--- src/sv/lce_pkg.sv ---
package lce_pkg;

  localparam int unsigned CODE_SPACE_DEF = 2048;
  localparam int unsigned MAX_CODE_W     = 12;
  localparam int unsigned SUM_W          = 14;
  localparam int unsigned MCS_W          = 4;
  localparam int unsigned PIX_W          = 8;

  typedef struct packed {
    logic [MAX_CODE_W-1:0] code;
    logic [3:0]            width;
    logic                  fin;
  } cmd_t;

  // Clamp the register to the supported range of two to eight.
  function automatic logic [3:0] eff_mcs(input logic [MCS_W-1:0] m);
    logic [3:0] r;
    r = m;
    if (m < 4'd2) r = 4'd2;
    if (m > 4'd8) r = 4'd8;
    return r;
  endfunction

endpackage

--- src/sv/lce_cmdq.sv ---
module lce_cmdq
  import lce_pkg::*;
(
  input  logic clk_i,
  input  logic rst_ni,
  input  logic push_i,
  input  cmd_t cmd_i,
  output logic full_o,
  input  logic pop_i,
  output logic vld_o,
  output cmd_t cmd_o
);

  localparam int unsigned Depth = 4;
  localparam int unsigned AW    = $clog2(Depth);

  cmd_t         mem_q [Depth];
  logic [AW-1:0] wp_q, rp_q;
  logic [AW:0]   cnt_q;
  logic          do_push, do_pop;

  assign full_o  = (cnt_q == (AW+1)'(Depth));
  assign vld_o   = (cnt_q != '0);
  assign cmd_o   = mem_q[rp_q];
  assign do_push = push_i && !full_o;
  assign do_pop  = pop_i && vld_o;

  always_ff @(posedge clk_i or negedge rst_ni) begin
    if (!rst_ni) begin
      wp_q  <= '0;
      rp_q  <= '0;
      cnt_q <= '0;
    end else begin
      if (do_push) wp_q <= wp_q + AW'(1);
      if (do_pop)  rp_q <= rp_q + AW'(1);
      cnt_q <= cnt_q + (AW+1)'(do_push) - (AW+1)'(do_pop);
    end
  end

  always_ff @(posedge clk_i) begin
    if (do_push) mem_q[wp_q] <= cmd_i;
  end

endmodule

--- config.mk ---
export PLATFORM = sky130hd
export DESIGN_NAME = lce_cmdq
export DESIGN_NICKNAME = d
export VERILOG_FILES = /design/src/sv/lce_pkg.sv /design/src/sv/lce_cmdq.sv
export SDC_FILE = /design/constraint.sdc
export NUM_CORES = 1
export LEC_CHECK = 0
export BUFFER_PORTS_ARGS = -buffer_cell sky130_fd_sc_hd__clkbuf_2
export CORE_UTILIZATION = 60
export CTS_CLUSTER_DIAMETER = 120
export DETAILED_ROUTE_END_ITERATION = 7
export PLACE_DENSITY = 0.83
export RECOVER_POWER = 50
export SLEW_MARGIN = 20
export SYNTH_ARGS = -nofsm -noshare
export SYNTH_HDL_FRONTEND = slang
export SYNTH_SLANG_ARGS = --single-unit
--- constraint.sdc ---
create_clock -name clk_i -period 4.9 [get_ports clk_i]
set_clock_uncertainty 0.1 [all_clocks]
set_input_delay 0.98 -clock clk_i [delete_from_list [all_inputs] [get_ports clk_i]]
set_output_delay 0.98 -clock clk_i [all_outputs]
set_load 0.03 [all_outputs]
### Word-level counts from Yosys, hierarchy flattened

Memory sizes are Yosys's and may differ from the RTL's.
Index checks and enable logic that the tools add are counted.

| storage, ports and cells | value |
|---|---|
| logic and storage cells | 15 |
| bits in registers | 7 |
| input port bits | 21 |
| output and inout bits | 19 |
| RAM bits | 68 |
| memories | 1 |

| cells by class | value |
|---|---|
| equal/unequal tests | 1 |
| muxes and demuxes | 2 |
| add/subtract/negate cells | 4 |
| reductions and logical operators | 4 |

Memories:

| name | depth | bits a word | rd ports | clocked after memory_dff | write ports | line | source |
|---|---|---|---|---|---|---|---|
| mem_q | 4 | 17 | 1 | 0 | 1 | lce_cmdq.sv:17 | `cmd_t mem_q [Depth];` |

Operator list:

| cell | count |
|---|---|
| $add A2 B1 Y2 const B | 2 |
| $add A3 B1 Y3 | 1 |
| $eq A3 B3 Y1 const B | 1 |
| $reduce_bool A3 Y1 | 1 |
| $sub A3 B1 Y3 | 1 |
| $logic_and A1 B1 Y1 | 2 |
| $mux W1 | 2 |
| $logic_not A1 Y1 | 1 |

### Longest topological paths before layout

| depth | value |
|---|---|
| word-level depth | 5 |
| gate-level depth with buffers | 9 |
| depth with buffers taken out | 9 |

### Worst setup path after synthesis

OpenSTA, ideal clock, no wires.

| timing | value |
|---|---|
| path type | input to register |
| start | input pop_i |
| end | register cnt_q[2] |
| slack | 2.486 ns |
| buffers on the path | 0 |
| required time | 4.672 ns |
| data arrival time | 2.186 ns |
| setup time | 0.128 ns |
| stages on the path | 8 |
| path through | o31a_1 > ha_1 > inv_1 > ha_1 > inv_1 > fa_1 > xnor2_1 > xnor2_1 |

| on the way | value |
|---|---|
| longest elaborated chain between the ends | 2 |

RTL lines:

| what | line | source |
|---|---|---|
| start, declared | lce_cmdq.sv:9 | `input logic pop_i,` |
| $logic_and A1 B1 Y1 | lce_cmdq.sv:26 | `assign do_pop = pop_i && vld_o;` |
| $sub A3 B1 Y3 | lce_cmdq.sv:36 | `cnt_q <= cnt_q + (AW+1)'(do_push) - (AW+1)'(do_pop);` |
| end signal, assigned | lce_cmdq.sv:36 |  |
| end, declared | lce_cmdq.sv:19 | `logic [AW:0] cnt_q;` |

No other way between the ends.
A chain may end at the register's enable or synchronous reset.

==> impl_results.html <==
<table>
<tr><th>Metric</th><th>Value</th></tr>
<tr><th colspan="2">Outcome</th></tr>
<tr><td>Status</td><td>completed</td></tr>
<tr><th colspan="2">Logic synthesis</th></tr>
<tr><td>Syn_nets</td><td>158</td></tr>
<tr><td>Synth Instances</td><td>130</td></tr>
<tr><td>Async S/R FF share, synth</td><td>0.09333</td></tr>
<tr><td>Post-synthesis area per instance</td><td>22.70 sq um</td></tr>
<tr><td>Register bit count reported by yosys</td><td>75</td></tr>
<tr><td>Yosys cell types</td><td>21</td></tr>
<tr><td>Dominant synthesized flop cell</td><td>sky130_fd_sc_hd__edfxtp_1</td></tr>
<tr><td>Post-synth EDFFs</td><td>68</td></tr>
<tr><td>Part of the Yosys area used for sequential elements</td><td>0.7512</td></tr>
<tr><td>Synth warn</td><td>0</td></tr>
<tr><td>Netlist Area Pre-Place</td><td>2952 sq um</td></tr>
<tr><th colspan="2">Clock tree</th></tr>
<tr><td>Maximum level of the CTS H-tree</td><td>3</td></tr>
<tr><td>Buffers inserted by post-CTS timing repair</td><td>0</td></tr>
<tr><td>CTS clk-pin slew, worst paths</td><td>70 ps</td></tr>
<tr><td>CTS tree</td><td>built</td></tr>
<tr><td>Number of hold buffers added after CTS</td><td>0</td></tr>
<tr><td>Maximum clock path buffer count</td><td>2</td></tr>
<tr><td>Post-CTS sizing</td><td>0</td></tr>
<tr><td>Clock insertion delay at the later pin of the skew report</td><td>330 ps</td></tr>
<tr><td>Buffer cell driving the clock tree root</td><td>sky130_fd_sc_hd__clkbuf_8</td></tr>
<tr><td>Sinks on the clock net</td><td>75</td></tr>
<tr><td>Number of buffers added by the clock tree synthesis step</td><td>9</td></tr>
<tr><th colspan="2">Place</th></tr>
<tr><td>Placement Setup Slack</td><td>1911 ps</td></tr>
<tr><td>Gp weighted congestion</td><td>0.6977</td></tr>
<tr><td>Total half-perimeter wirelength after legalization and detailed placement</td><td>2883 um</td></tr>
<tr><td>Dpl cells</td><td>232</td></tr>
<tr><td>Port bufs</td><td>39</td></tr>
<tr><th colspan="2">Finish</th></tr>
<tr><td>Number of nets in the layout</td><td>204</td></tr>
<tr><td>P&amp;R area growth vs syn</td><td>13.40%</td></tr>
<tr><td>Post-route insts no fill</td><td>248</td></tr>
<tr><td>End-of-flow core utilization</td><td>0.7086</td></tr>
<tr><td>Antenna cell count</td><td>0</td></tr>
<tr><td>Share of post-route cells with drive strength above 1</td><td>0.2376</td></tr>
<tr><th colspan="2">Worst setup path</th></tr>
<tr><td>Category of the worst setup path launch point</td><td>register</td></tr>
<tr><td>Critical-path maximum fanout</td><td>19</td></tr>
<tr><td>Worst path max stage delay</td><td>1000 ps</td></tr>
<tr><td>R2R Setup Slk</td><td>2460 ps</td></tr>
<tr><td>CP Data Arrival Time</td><td>2210 ps</td></tr>
<tr><td>Worst R2R End</td><td>cnt_q[2]</td></tr>
<tr><td>Cell-by-cell listing of the critical path</td><td>mux4_1 &gt; clkbuf_2</td></tr>
<tr><td>Nature of the critical path endpoint</td><td>output port</td></tr>
<tr><td>Required time at the worst-slack endpoint</td><td>3820 ps</td></tr>
<tr><td>Cell with the largest stage delay on the worst path</td><td>sky130_fd_sc_hd__dfrtp_1</td></tr>
<tr><td>Type of the worst setup path</td><td>register to output port</td></tr>
<tr><td>Kind of cell adding the most delay to the critical path</td><td>flip-flops</td></tr>
<tr><td>Count of cell instances traversed by the critical path</td><td>2</td></tr>
<tr><td>Timing startpoint of the critical path</td><td>rp_q[0]</td></tr>
<tr><td>Logic depth of the worst register-to-register path</td><td>9</td></tr>
<tr><td>Critical path endpoint</td><td>cmd_o[7]</td></tr>
<tr><td>Worst reg2reg startpoint</td><td>cnt_q[1]</td></tr>
<tr><td>Number of buffers and inverters on the critical path</td><td>1</td></tr>
<tr><th colspan="2">Global route</th></tr>
<tr><td>Number of antenna violations at the first check in global routing</td><td>0</td></tr>
<tr><td>Gr ovfl total</td><td>0</td></tr>
<tr><td>All-Layer GR Usage</td><td>0.1908</td></tr>
<tr><td>Largest net degree at the start of global routing</td><td>20</td></tr>
<tr><td>Number of global-route vias before repair</td><td>1464</td></tr>
<tr><td>First-pass GRT wire length</td><td>6920 um</td></tr>
<tr><th colspan="2">STA</th></tr>
<tr><td>Final Setup Violations</td><td>0</td></tr>
<tr><td>Number of max-slew violations in the final report</td><td>0</td></tr>
<tr><td>Total negative setup slack</td><td>0 ps</td></tr>
<tr><td>Share of the cycle needed by the critical path after routing</td><td>0.6708</td></tr>
<tr><td>Final worst-path setup slack</td><td>1613 ps</td></tr>
<tr><td>Upper clock frequency limit</td><td>0.3042 GHz</td></tr>
<tr><td>Actual slew at the worst max-slew pin</td><td>997.5 ps</td></tr>
<tr><td>Number of endpoints with negative hold slack in the final report</td><td>0</td></tr>
<tr><td>Post-layout minimum cycle time</td><td>3287 ps</td></tr>
<tr><td>Rel. slew slack</td><td>0.3350</td></tr>
<tr><td>Setup repair after global routing missed its margin</td><td>no</td></tr>
<tr><th colspan="2">Routing</th></tr>
<tr><td>Remaining DRCs</td><td>0</td></tr>
<tr><td>First DRT Iteration DRCs</td><td>75</td></tr>
<tr><td>Average wire per standard cell</td><td>18.00 um</td></tr>
<tr><td>Total Wirelength</td><td>4465 um</td></tr>
<tr><td>Remaining antenna violation count</td><td>0</td></tr>
<tr><td>Vias per inst</td><td>5.528</td></tr>
<tr><td>Number of vias after detailed routing</td><td>1371</td></tr>
<tr><td>1st-pass router iterations</td><td>4</td></tr>
<tr><th colspan="2">Power and ir drop</th></tr>
<tr><td>Clock Power Share</td><td>0.207</td></tr>
<tr><td>Net switching fraction of the power</td><td>0.3492</td></tr>
<tr><td>LEAKAGE</td><td>0.001201 uW</td></tr>
<tr><td>Cell internal power dissipation</td><td>1353 uW</td></tr>
<tr><td>Relative contribution of combinational cells to total power</td><td>0.322</td></tr>
<tr><td>Switching power of the nets</td><td>726.2 uW</td></tr>
<tr><td>Sequential power share</td><td>0.471</td></tr>
<tr><td>Power density normalized to cell area</td><td>621.2 nW/um^2</td></tr>
<tr><td>Highest ir drop seen on vdd</td><td>0.4350 mV</td></tr>
<tr><th colspan="2">Min path</th></tr>
<tr><td>Class of the tightest hold or removal check</td><td>input port to async pin</td></tr>
<tr><th colspan="2">Floorplanning</th></tr>
<tr><td>Die area</td><td>5203 sq um</td></tr>
<tr><td>Core region area</td><td>4723 sq um</td></tr>
<tr><td># IOs</td><td>40</td></tr>
<tr><td># rows</td><td>25</td></tr>
<tr><td>Overall die height</td><td>72.14 um</td></tr>
<tr><td>Initial cell density of the core</td><td>0.6249</td></tr>
<tr><td>Chip Width</td><td>72.14 um</td></tr>
<tr><th colspan="2">Job</th></tr>
<tr><td>Max-cap violations</td><td>0</td></tr>
</table>
==> sequential cells by signal, summed over array words and instances (netlist names) <==
name   flops
wp_q       2
rp_q       2
cnt_q      3
mem_q     68
==> power by group through the flow <==
stage          combinational [uW]  sequential, uW  clock, uW
2_1_floorplan                 605             908          0
3_5_place_dp                  685            1000          0
5_1_grt                       720            1000        459
3_3_place_gp                  661             987          0
6_report                      669             980        430
4_1_cts                       686             987        436
==> worst min path at each step <==
stage | startpoint | to | slack (ps)
2_1_floorplan | wp_q[1] | wp_q[1] | 440
3_3_place_gp | wp_q[1] | wp_q[1] | 460
3_5_place_dp | wp_q[1] | wp_q[1] | 480
4_1_cts | rst_ni | rp_q[1] | 370
5_1_grt | rst_ni | wp_q[0] | 450
6_report | rst_ni | wp_q[1] | 430
==> through the flow <==
step	area (sq um)	hold WS [ps]	power, uW
after floorplan	2952	442.5	1512
after detailed placement	3189	475.9	1686
after CTS	3372	367.9	2109
after global routing	3347	451.0	2179
final	3347	434.9	2079
after global placement	3189	462.1	1648
==> cells in the final DEF (no fill, tap or decap), types with 2 or more instances in the layout <==
master / netlist / final
sky130_fd_sc_hd__nand4bb_1: 2 / 2
sky130_fd_sc_hd__xnor2_1: 3 / 3
sky130_fd_sc_hd__dfrtp_1: 7 / 7
sky130_fd_sc_hd__mux4_2: 8 / 8
sky130_fd_sc_hd__clkinv_2: 0 / 2
sky130_fd_sc_hd__nand2_1: 2 / 2
sky130_fd_sc_hd__clkbuf_2: 0 / 21
sky130_fd_sc_hd__clkbuf_8: 0 / 12
sky130_fd_sc_hd__o211ai_1: 2 / 2
sky130_fd_sc_hd__inv_1: 6 / 6
sky130_fd_sc_hd__mux4_1: 9 / 9
sky130_fd_sc_hd__clkbuf_1: 0 / 20
sky130_fd_sc_hd__nand2b_1: 3 / 3
sky130_fd_sc_hd__ha_1: 6 / 6
sky130_fd_sc_hd__edfxtp_1: 68 / 68
sky130_fd_sc_hd__and3_1: 4 / 4
==> kinds of logic after synthesis <==
kind of cell               after synthesis  share of synthesized area
adders and majority gates                7                    0.03222
muxes                                   17                     0.1412
buffers and inverters                   10                    0.02162
xor gates and xnor gates                 4                    0.01187
AOI/OAI and AO/OA                        4                    0.01102
and+or+nand+nor                         13                    0.03095
DFF                                     75                     0.7512
==> cell type report <==
class	count	area (sq um)
inverter	6	22.52
timing repair buffer	39	172.7
clock inverter	2	10.01
multi-input combinational	45	668.1
clock buffer	14	172.7
sequential	75	2217
tap	67	83.83
fill	299	1376
==> cell usage after synthesis (2+ instances only) <==
| cell | count | area [sq um] |
|---|---|---|
| sky130_fd_sc_hd__and3_1 | 4 | 25.02 |
| sky130_fd_sc_hd__nand2_1 | 2 | 7.510 |
| sky130_fd_sc_hd__inv_1 | 6 | 22.52 |
| sky130_fd_sc_hd__nand2b_1 | 3 | 18.77 |
| sky130_fd_sc_hd__dfrtp_1 | 7 | 175.2 |
| sky130_fd_sc_hd__ha_1 | 6 | 75.07 |
| sky130_fd_sc_hd__o211ai_1 | 2 | 15.01 |
| sky130_fd_sc_hd__nand4bb_1 | 2 | 22.52 |
| sky130_fd_sc_hd__xnor2_1 | 3 | 26.28 |
| sky130_fd_sc_hd__buf_2 | 2 | 10.01 |
| sky130_fd_sc_hd__mux4_1 | 9 | 236.5 |
| sky130_fd_sc_hd__mux4_2 | 8 | 180.2 |
| sky130_fd_sc_hd__edfxtp_1 | 68 | 2042 |
==> metal layers <==
metal / global-route usage / routed length (um) / share of wire / up-vias
li1: - / - / - / 632
met4: 0.09804 / 82 / 0.018 / 0
met2: 0.3229 / 2345 / 0.53 / 28
met5: 0 / 0 / 0 / -
met3: 0.04583 / 118 / 0.026 / 8
met1: 0.2307 / 1918 / 0.43 / 703
Power figures use the tool's default switching activity.
