[src/sv/lce_pkg.sv]
package lce_pkg;

  localparam int unsigned CODE_SPACE_DEF = 2048;
  localparam int unsigned MAX_CODE_W     = 12;
  localparam int unsigned SUM_W          = 14;
  localparam int unsigned MCS_W          = 4;
  localparam int unsigned PIX_W          = 8;

  typedef struct packed {
    logic [MAX_CODE_W-1:0] code;
    logic [3:0]            width;
    logic                  fin;
  } cmd_t;

  // Clamp the register to the supported range of two to eight.
  function automatic logic [3:0] eff_mcs(input logic [MCS_W-1:0] m);
    logic [3:0] r;
    r = m;
    if (m < 4'd2) r = 4'd2;
    if (m > 4'd8) r = 4'd8;
    return r;
  endfunction

endpackage

[src/sv/lce_pack.sv]
module lce_pack
  import lce_pkg::*;
(
  input  logic       clk_i,
  input  logic       rst_ni,
  input  logic       cmd_vld_i,
  input  cmd_t       cmd_i,
  output logic       cmd_pop_o,
  output logic       empty,
  input  logic       pop,
  output logic [7:0] code_byte_o,
  output logic       last_byte_o
);

  logic [23:0] acc_q;
  logic [4:0]  fill_q;
  logic        fin_q, busy_q, ovld_q;
  logic        adv;
  logic        emit;
  logic [MAX_CODE_W:0] mask;

  assign adv       = !ovld_q || pop;
  assign empty     = !ovld_q;
  assign cmd_pop_o = !busy_q && cmd_vld_i;
  assign mask      = ((MAX_CODE_W+1)'(1) << cmd_i.width) - (MAX_CODE_W+1)'(1);
  assign emit      = busy_q && adv && ((fill_q >= 5'd8) || (fin_q && (fill_q != '0)));

  always_ff @(posedge clk_i or negedge rst_ni) begin
    if (!rst_ni) begin
      acc_q  <= '0;
      fill_q <= '0;
      fin_q  <= 1'b0;
      busy_q <= 1'b0;
      ovld_q <= 1'b0;
    end else begin
      if (emit) ovld_q <= 1'b1;
      else if (pop) ovld_q <= 1'b0;
      if (!busy_q) begin
        if (cmd_vld_i) begin
          acc_q  <= acc_q | (24'(cmd_i.code & mask[MAX_CODE_W-1:0]) << fill_q);
          fill_q <= fill_q + 5'(cmd_i.width);
          fin_q  <= cmd_i.fin;
          busy_q <= 1'b1;
        end
      end else if (fill_q >= 5'd8) begin
        if (adv) begin
          acc_q  <= acc_q >> 8;
          fill_q <= fill_q - 5'd8;
        end
      end else if (fin_q && (fill_q != '0)) begin
        // pad out the final partial byte
        if (adv) begin
          acc_q  <= '0;
          fill_q <= '0;
        end
      end else begin
        busy_q <= 1'b0;
        fin_q  <= 1'b0;
      end
    end
  end

  always_ff @(posedge clk_i) begin
    if (emit) begin
      code_byte_o <= acc_q[7:0];
      last_byte_o <= fin_q && (fill_q <= 5'd8);
    end
  end

`ifndef SYNTHESIS
  a_fill_drained: assert property (@(posedge clk_i) disable iff (!rst_ni)
    !busy_q |-> (fill_q < 5'd8))
    else $error("packer idle with a whole byte left");
`endif

endmodule

[config.mk]
export PLATFORM = sky130hd
export DESIGN_NAME = lce_pack
export DESIGN_NICKNAME = d
export VERILOG_FILES = /design/src/sv/lce_pkg.sv /design/src/sv/lce_pack.sv
export SDC_FILE = /design/constraint.sdc
export NUM_CORES = 1
export LEC_CHECK = 0
export BUFFER_PORTS_ARGS = -buffer_cell sky130_fd_sc_hd__buf_2
export CAP_MARGIN = 20
export CELL_PAD_IN_SITES_DETAIL_PLACEMENT = 1
export CELL_PAD_IN_SITES_GLOBAL_PLACEMENT = 1
export CORE_ASPECT_RATIO = 1.2
export CORE_MARGIN = 1
export CORE_UTILIZATION = 40
export DETAILED_ROUTE_END_ITERATION = 8
export PLACE_DENSITY = 0.73
export SLEW_MARGIN = 0
export SYNTH_ARGS = -nofsm -noshare
export SYNTH_HDL_FRONTEND = slang
export SYNTH_SLANG_ARGS = --single-unit
[constraint.sdc]
create_clock -name clk_i -period 2.7 [get_ports clk_i]
set_input_delay 0.27 -clock clk_i [delete_from_list [all_inputs] [get_ports clk_i]]
set_output_delay 0.27 -clock clk_i [all_outputs]
set_load 0.01 [all_outputs]
---- Word level (Yosys, flattened, before mapping) ----
Index checks and enable logic that the tools add are counted.
operators by class
  add/subtract/negate cells ............... 3
  $lt $le $gt $ge ......................... 2
  equal/unequal tests ..................... 5
  shift operators ......................... 2
  multiplexer cells ....................... 22
  bitwise gates (word level) .............. 2
  reduce and logical (&&, ||, !) cells .... 14
operators with widths
  kind                     number
  $mux W24                 6
  $mux W5                  6
  $or A24 B24 Y24          1
  $shl A12 B5 Y24          1
  $and A12 B12 Y12         1
  $shl A1 B4 Y12 const A   1
  $sub A12 B2 Y12 const B  1
  $mux W1                  10
  $ne A3 B3 Y1 const B     2
  $add A5 B4 Y5            1
  $ge A5 B4 Y1 const B     1
  $le A5 B4 Y1 const B     1
  $logic_and A1 B1 Y1      5
  $reduce_bool A5 Y1       1
  $sub A5 B4 Y5 const B    1
  $ne A2 B2 Y1 const B     2
  $reduce_and A4 Y1        1
  $reduce_bool A2 Y1       2
  $ne A3 B1 Y1 const B     1
  $reduce_and A3 Y1        1
  $logic_not A1 Y1         2
  $logic_or A1 B1 Y1       2
word-level totals
  register bits ........................... 41
  input port bits ......................... 21
  output and inout port bits .............. 11

---- Logic depth before layout (Yosys ltp) ----
Gate-level depths: netlist (run 1).
  depth after elaboration ................. 7
  gate-level depth with buffers ........... 12
  mapped depth without buffers ............ 9

---- Worst setup path after synthesis (run 1) ----
No wires, ideal clock.
  path kind ............................... input to register
  start ................................... in cmd_i[2] (netlist name)
  end ..................................... reg acc_q[22]
  library setup time ...................... 0.104 ns
  arrival ................................. 2.552 ns
  data required time ...................... 2.596 ns
  path slack .............................. 0.044 ns
  stages on the path ...................... 12
  path buffers ............................ 3
  path through ............................ buf_2 > nor3_1 > nand2_1 > ha_1 > buf_2 > buf_1 > nor3b_1 > mux2i_1 > and3_1 > a311oi_1 > o21ai_1 > a221oi_1
on the way
  longest elaborated chain between the ends .. 7
ends and longest elaborated chain
  element                 RTL line        RTL
  start: declaration      lce_pack.sv:7   input cmd_t cmd_i,
  $shl A1 B4 Y12          lce_pack.sv:25  assign mask = ((MAX_CODE_W+1)'(1) << cmd_i.width) - (MAX_CODE_W+1)'(1);
  $sub A12 B2 Y12         lce_pack.sv:25
  $and A12 B12 Y12        lce_pack.sv:40  acc_q <= acc_q | (24'(cmd_i.code & mask[MAX_CODE_W-1:0]) << fill_q);
  $shl A12 B5 Y24         lce_pack.sv:40
  $or A24 B24 Y24         lce_pack.sv:40
  $mux W24                lce_pack.sv:39  if (cmd_vld_i) begin
  $mux W24                lce_pack.sv:38  if (!busy_q) begin
  end signal: assignment  lce_pack.sv:40
  end signal: assignment  lce_pack.sv:47  acc_q <= acc_q >> 8;
  end: declaration        lce_pack.sv:15  logic [23:0] acc_q;
Every way passes these cells. The select of a mux whose other input is x is not followed.
A chain may end at the register's enable or synchronous reset.

---- Final worst setup path (run 1) ----
  start ................................... in cmd_i[3] (netlist name)
  end ..................................... reg acc_q[22]
Same word-level chain as after synthesis.

==> results of run 1 <==
-- worst paths after layout --
| path | start | end | slack [ns] | cells after the start |
|---|---|---|---|---|
| max | cmd_i[3] | acc_q[22] | 0.20 | 11 |
| min | rst_ni | ovld_q | 0.05 | 1 |
| max reg2reg | fill_q[3] | acc_q[13] | 0.33 | 7 |
| min reg2reg | acc_q[3] | code_byte_o[3] | 0.46 | 0 |
| max in group asynchronous | rst_ni | acc_q[3] | 2.16 | 1 |
| min in group clk_i | pop | ovld_q | 0.23 | 3 |
-- metal layers --
metal / vias up / routed length (um) / share of wire [%]
li1: 1545 / - / -
met1: 1656 / 4480 / 43
met2: 93 / 5330 / 51
met3: 20 / 400 / 3.8
met4: 0 / 274 / 2.6
met5: - / 0 / 0
-- power by group through the flow --
stage | clock network, W | registers [W] | logic (W)
floorplan | 0 | 0.00111 | 0.00173
global placement | 0 | 0.00111 | 0.00254
detailed placement | 0 | 0.00113 | 0.00261
CTS | 0.000500 | 0.00112 | 0.00263
global route | 0.000527 | 0.00115 | 0.00290
finish | 0.000499 | 0.00112 | 0.00265
-- layout by cell type, fill, tap and decap left out, types with 9 or more instances in the layout --
master | netlist | layout
nand2_1 | 44 | 44
nor2_1 | 33 | 33
a21oi_1 | 32 | 32
dfrtp_1 | 32 | 32
buf_4 | 1 | 32
buf_2 | 11 | 31
nor3_1 | 13 | 13
a211oi_1 | 13 | 13
o21ai_1 | 12 | 12
a31oi_1 | 11 | 11
o21ai_0 | 10 | 10
edfxtp_1 | 9 | 9
-- per-stage QoR --
stage / instances / hold WS, ns / instance area [um^2] / setup slack, ns
floorplan: 389 / -0.0256 / 3180 / 0.0442
global placement: 511 / 0.382 / 3540 / -0.00267
detailed placement: 511 / 0.395 / 3540 / -0.0818
CTS: 519 / 0.0724 / 3650 / 0.221
global route: 519 / 0.102 / 3650 / 0.0367
finish: 519 / 0.0461 / 3650 / 0.200
-- area by class of cell --
cell class | count | area [um^2] | share of cell area (%)
inverters | 11 | 41.3 | 1.13
repair buffers | 63 | 395 | 10.8
well taps | 92 | 115 | 3.16
clock buffers | 6 | 72.6 | 1.99
multi-input cells | 304 | 1920 | 52.6
clock inverters | 2 | 33.8 | 0.927
flip-flops and latches | 41 | 1070 | 29.4
-- logic make-up (layout without fill, tap and decap cells) --
logic type / after synthesis / after routing / synth area share (%)
AND/OR/NAND/NOR: 139 / 139 / 21.4
multiplexers: 8 / 8 / 2.64
buffers and inverters: 44 / 82 / 5.98
flip-flops: 41 / 41 / 33.7
AO/OA/AOI/OAI: 148 / 148 / 32.8
XOR/XNOR: 2 / 2 / 0.551
adder cells (fa/ha/maj): 7 / 7 / 2.99
-- worst max-delay path: cells and delay by family --
family,cells,cell delay (ns)
buf+inv,2,0.31
fa+ha+maj,1,0.29
compound gates,5,1.10
simple gates,3,0.75
-- sequential cells by signal, summed over array words and instances, names as in the netlist --
signal and flops:
busy_q 1, code_byte_o 8, ovld_q 1, fill_q 5, fin_q 1, last_byte_o 1
acc_q 24
==> out/results.tsv, run 1 <==
stage	metric	value	unit
run_status	outcome	finished, final reports clean	
pwr	net switching power	0.00208	W
pwr	Int Pwr	0.00218	W
pwr	Pwr per Cell Area	1170	nW/um^2
clock_network	clock slew at reported path FFs	0.08	ns
pwr	Tot Pwr	0.00426	W
clock_network	TritonCTS clock tree	built	
setup_path	critical path required time	2.90	ns
timing	Final Max Slew Viols	0	
grt	GRT overflow	0	
clock_network	H-tree levels	2	
floorplan	die height	99.6	um
clock_network	Bufs on Longest Clock Path	2	
worst_hold_path	Hold Crit Class	input pin to async pin	
final_layout	final core utilization	47.3	%
final_layout	ant diodes	0	
timing	worst slew pin tran	0.785	ns
setup_path	WP data arrival	2.70	ns
grt	vias in the first global route	3316	
final_layout	area growth from synthesis to layout	14.7	%
pwr	Max rail drop VDD	0.574	mV
timing	Final min period	2.50	ns
synth	Synth area leader	dfrtp_1	
grt	busiest grt layer	met2	
synth	number of synthesized flops with an enable pin	9	
grt	initial antenna violation count	0	
drt	final wirelength	10500	um
setup_path	CP endpoint kind	flop	
floorplan	I/O pin count	32	
final_layout	layout cells sized above 1	19.2	%
timing	final hold vios	0	
synth	most common cell in the synthesized netlist	nand2_1	
pwr	combinational share of power	62.1	%
synth	asr flop ratio synth	78.0	%
drt	post-route DRC violation count	0	
final_layout	fillers	958	
grt	met1 usage in global routing	33.0	%
timing	final setup fails	0	
synth	share of the synthesized area in the top cell type	25.2	%
timing	worst rel slew slack	47.7	%
clock_network	Post-CTS Hold Fix Bufs	0	
synth	sequential area share after synthesis	33.7	%
setup_path	worst setup path category	input pin to flop	
timing	fin crit share	92.6	%
setup_path	startpoint types	input pin	
synth	Warnings, synthesis	0	
clock_network	# resized after CTS	0	
setup_path	critical path's slowest cell	a311oi_1	
grt	GRT Resource Usage Total	26.3	%
grt	largest net degree at the start of global routing	33	
clock_network	root buf cell	clkbuf_8	
timing	Max Clock Freq	0.400	GHz
clock_network	clk sinks	41	
clock_network	clock latency on the worst-skew pair	0.30	ns
placement	final RePlAce weighted congestion	0.913	
synth	cell area after synthesis	3180	um^2
drt	Post-DRT Antenna Nets	0	
synth	Netlist cell types	71	
final_layout	Nets	454	
drt	Initial DRC Count	189	
setup_path	CP max stage delay	0.38	ns
job	max-cap check violation count	0	
floorplan	row cnt	35	
grt	global routing usage on met3	2.16	%
floorplan	Starting Density	41.2	%
setup_path	CP Cell Sequence	buf_2, nor3_1, nand2_1, ha_1, or3_1, a21oi_1, o211ai_1, a311oi_1, buf_4, o21ai_1, a221oi_1	
placement	port bufs	31	
synth	syn_nets	417	
synth	Synth Flop Type	dfrtp_1	
drt	vias	3314	
timing	Setup TNS Final	0	ns
floorplan	Die W	83.4	um
synth	Yosys reg bits	41	
synth	cells after synthesis	389	
floorplan	die area	8310	um^2
timing	clock skew	0.00319	ns
drt	Wirelength per Cell	20.2	um
placement	HPWL after DPL	7910	um
pwr	clock share of power	11.7	%
synth	top post-synthesis cells by count	nand2_1, nor2_1, a21oi_1, dfrtp_1, clkbuf_1	
drt	DR vias/cell	6.39	
grt	met2 Resource Use GR	46.4	%
drt	total iterations of the first detailed-routing run	4	
pwr	Leakage	1.55	nW
setup_path	crit-path max FO	6	
clock_network	Num CTS Buffers	5	
clock_network	post-CTS setup buffer count	0	
synth	syn_area_per_cell	8.17	um^2
pwr	Switching Share	48.8	%
timing	RSZ-0062 raised after global routing	false	
synth	synth top area cells	dfrtp_1, edfxtp_1, nand2_1, a21oi_1, nor2_1	
grt	first-pass GRT wire length	17300	um
floorplan	Core Area	7710	um^2
pwr	sequential power share	26.2	%
Power figures use the tool's default switching activity.
==> run 2: changes to the inputs <==
--- a/config.mk
+++ b/config.mk
@@ -11,9 +11,9 @@
 export CELL_PAD_IN_SITES_GLOBAL_PLACEMENT = 1
 export CORE_ASPECT_RATIO = 1.2
 export CORE_MARGIN = 1
-export CORE_UTILIZATION = 40
+export CORE_UTILIZATION = 45
 export DETAILED_ROUTE_END_ITERATION = 8
-export PLACE_DENSITY = 0.73
+export PLACE_DENSITY = 0.81
 export SLEW_MARGIN = 0
 export SYNTH_ARGS = -nofsm -noshare
 export SYNTH_HDL_FRONTEND = slang
==> out/results.tsv, run 2 (synthesized netlist as in run 1, its figures left out) <==
stage	metric	value	unit	change
run_status	outcome	finished, final reports clean		unchanged
clock_network	# resized after CTS	0		unchanged
timing	fin crit share	93.8	%	was 92.6%
grt	GRT Resource Usage Total	29.5	%	was 26.3%
clock_network	Bufs on Longest Clock Path	2		unchanged
clock_network	clock latency on the worst-skew pair	0.29	ns	was 0.30 ns
setup_path	CP endpoint kind	flop		unchanged
final_layout	Nets	451		was 454
timing	worst rel slew slack	49.2	%	was 47.7%
timing	Final Max Slew Viols	0		unchanged
placement	HPWL after DPL	7770	um	was 7910 um
timing	final setup fails	0		unchanged
floorplan	Core Area	6810	um^2	was 7710 um^2
pwr	Tot Pwr	0.00423	W	was 0.00426 W
drt	Wirelength per Cell	20.1	um	was 20.2 um
drt	DR vias/cell	6.39		about the same
final_layout	Largest Register	acc_q		unchanged
clock_network	TritonCTS clock tree	built		unchanged
floorplan	die area	7400	um^2	was 8310 um^2
drt	post-route DRC violation count	0		unchanged
setup_path	Worst R2R Path Depth	6		was 7
floorplan	I/O pin count	32		unchanged
timing	WHS	0.0385	ns	was 0.0461 ns
floorplan	Die W	78.7	um	was 83.4 um
clock_network	root buf cell	clkbuf_8		unchanged
drt	Post-DRT Antenna Nets	0		unchanged
final_layout	commonest non-fill, non-tap cells in the layout	nand2_1, nor2_1, a21oi_1, dfrtp_1, buf_2		was nand2_1, nor2_1, a21oi_1, dfrtp_1, buf_4
drt	vias	3263		was 3314
final_layout	most common cell after layout, fill and taps aside	nand2_1		unchanged
setup_path	WP data arrival	2.73	ns	was 2.70 ns
pwr	Max rail drop VDD	0.418	mV	was 0.574 mV
pwr	Leakage	1.54	nW	was 1.55 nW
setup_path	critical path required time	2.90	ns	about the same
timing	Final min period	2.53	ns	was 2.50 ns
job	max-cap check violation count	0		unchanged
drt	total iterations of the first detailed-routing run	4		unchanged
worst_hold_path	Hold Crit Class	input pin to async pin		unchanged
grt	GRT overflow	0		unchanged
grt	initial antenna violation count	0		unchanged
timing	clock skew	0.00786	ns	was 0.00319 ns
clock_network	H-tree levels	2		unchanged
clock_network	post-CTS setup buffer count	0		unchanged
grt	first-pass GRT wire length	16900	um	was 17300 um
setup_path	worst setup path category	input pin to flop		unchanged
drt	final wirelength	10300	um	was 10500 um
clock_network	Post-CTS Hold Fix Bufs	0		unchanged
clock_network	clk sinks	41		unchanged
final_layout	area growth from synthesis to layout	14.2	%	was 14.7%
clock_network	Num CTS Buffers	5		unchanged
grt	vias in the first global route	3283		was 3316
clock_network	clock slew at reported path FFs	0.08	ns	about the same
drt	Initial DRC Count	164		was 189
floorplan	Starting Density	46.6	%	was 41.2%
placement	port bufs	31		unchanged
final_layout	fillers	848		was 958
pwr	Pwr per Cell Area	1170	nW/um^2	about the same
final_layout	Largest register FFs	24		unchanged
setup_path	startpoint types	input pin		unchanged
placement	Area after DPL	3520	um^2	was 3540 um^2
floorplan	row cnt	33		was 35
final_layout	final core utilization	53.3	%	was 47.3%
final_layout	layout cells sized above 1	18.6	%	was 19.2%
setup_path	Reg-to-Reg End	acc_q[13]		unchanged
floorplan	die height	94.1	um	was 99.6 um
setup_path	crit-path max FO	9		was 6
final_layout	biggest regs	acc_q x24, code_byte_o x8, fill_q x5		unchanged
final_layout	Final Cell Area	3630	um^2	was 3650 um^2
grt	largest net degree at the start of global routing	33		unchanged
timing	worst slew pin tran	0.762	ns	was 0.785 ns
final_layout	final cell count without fillers	511		was 519
timing	RSZ-0062 raised after global routing	false		unchanged
timing	final hold vios	0		unchanged
timing	Max Clock Freq	0.395	GHz	was 0.400 GHz
final_layout	ant diodes	0		unchanged
placement	Placed Instances	503		was 511
placement	final RePlAce weighted congestion	0.913		about the same
setup_path	flop-to-flop setup slack	0.32	ns	was 0.33 ns
setup_path	R2R Path Start	fill_q[4]		was fill_q[3]
==> run 2: cell count changes in the layout (fill, tap and decap cells not counted), sizes merged <==
cell  before  now
buf       63   60
==> run 2: how the worst max path moves through the flow <==
stage,to,slack (ns),cells past startpoint,startpoint
after floorplan,acc_q[22],0.04,12,cmd_i[2]
after global placement,acc_q[7],-0.005,11,cmd_i[2]
after detailed placement,acc_q[7],-0.14,12,cmd_i[2]
after CTS,acc_q[7],0.16,12,cmd_i[2]
after global routing,acc_q[22],0.00008,12,cmd_i[2]
final,acc_q[7],0.17,12,cmd_i[2]
==> run 2: cell type report <==
type | instances | area, um^2 | area share, %
Multi-Input combinational cell | 304 | 1920 | 52.8
Sequential cell | 41 | 1070 | 29.5
Timing Repair Buffer | 60 | 385 | 10.6
Tap cell | 87 | 109 | 3.00
Clock buffer | 6 | 72.6 | 2.00
Inverter | 11 | 41.3 | 1.14
Clock inverter | 2 | 33.8 | 0.931
==> run 2: through the flow <==
step	setup TNS [ns]	setup slack, ns
after floorplan	0	0.0442
after global placement	-0.00571	-0.00478
after detailed placement	-0.487	-0.135
after CTS	0	0.156
after global routing	0	0.0000824
final	0	0.167
==> run 2: worst max-delay path, cell delays in order <==
cell and delay [ns]:
buf_2 0.11, nor3_1 0.30, nand2_1 0.11, ha_1 0.32, buf_4 0.19, nor3b_1 0.19
mux2i_1 0.19, and3_1 0.25, a311oi_1 0.31, buf_4 0.18, o21ai_1 0.06, a211oi_1 0.25
==> run 2: layer usage <==
layer / GRT usage [%] / wire length [um] / vias to the layer above / part of all wire (%)
met3: 3.79 / 336 / 34 / 3.3
met2: 50.9 / 5130 / 85 / 50
met4: 15.0 / 442 / 0 / 4.3
li1: - / - / 1535 / -
met5: 0 / 0 / - / 0
met1: 35.8 / 4350 / 1609 / 42
==> run 2: where the power goes <==
group | internal [W] | switching [W]
logic | 0.000959 | 0.00164
registers | 0.000934 | 0.000210
clock network | 0.000273 | 0.000213
total | 0.00217 | 0.00206
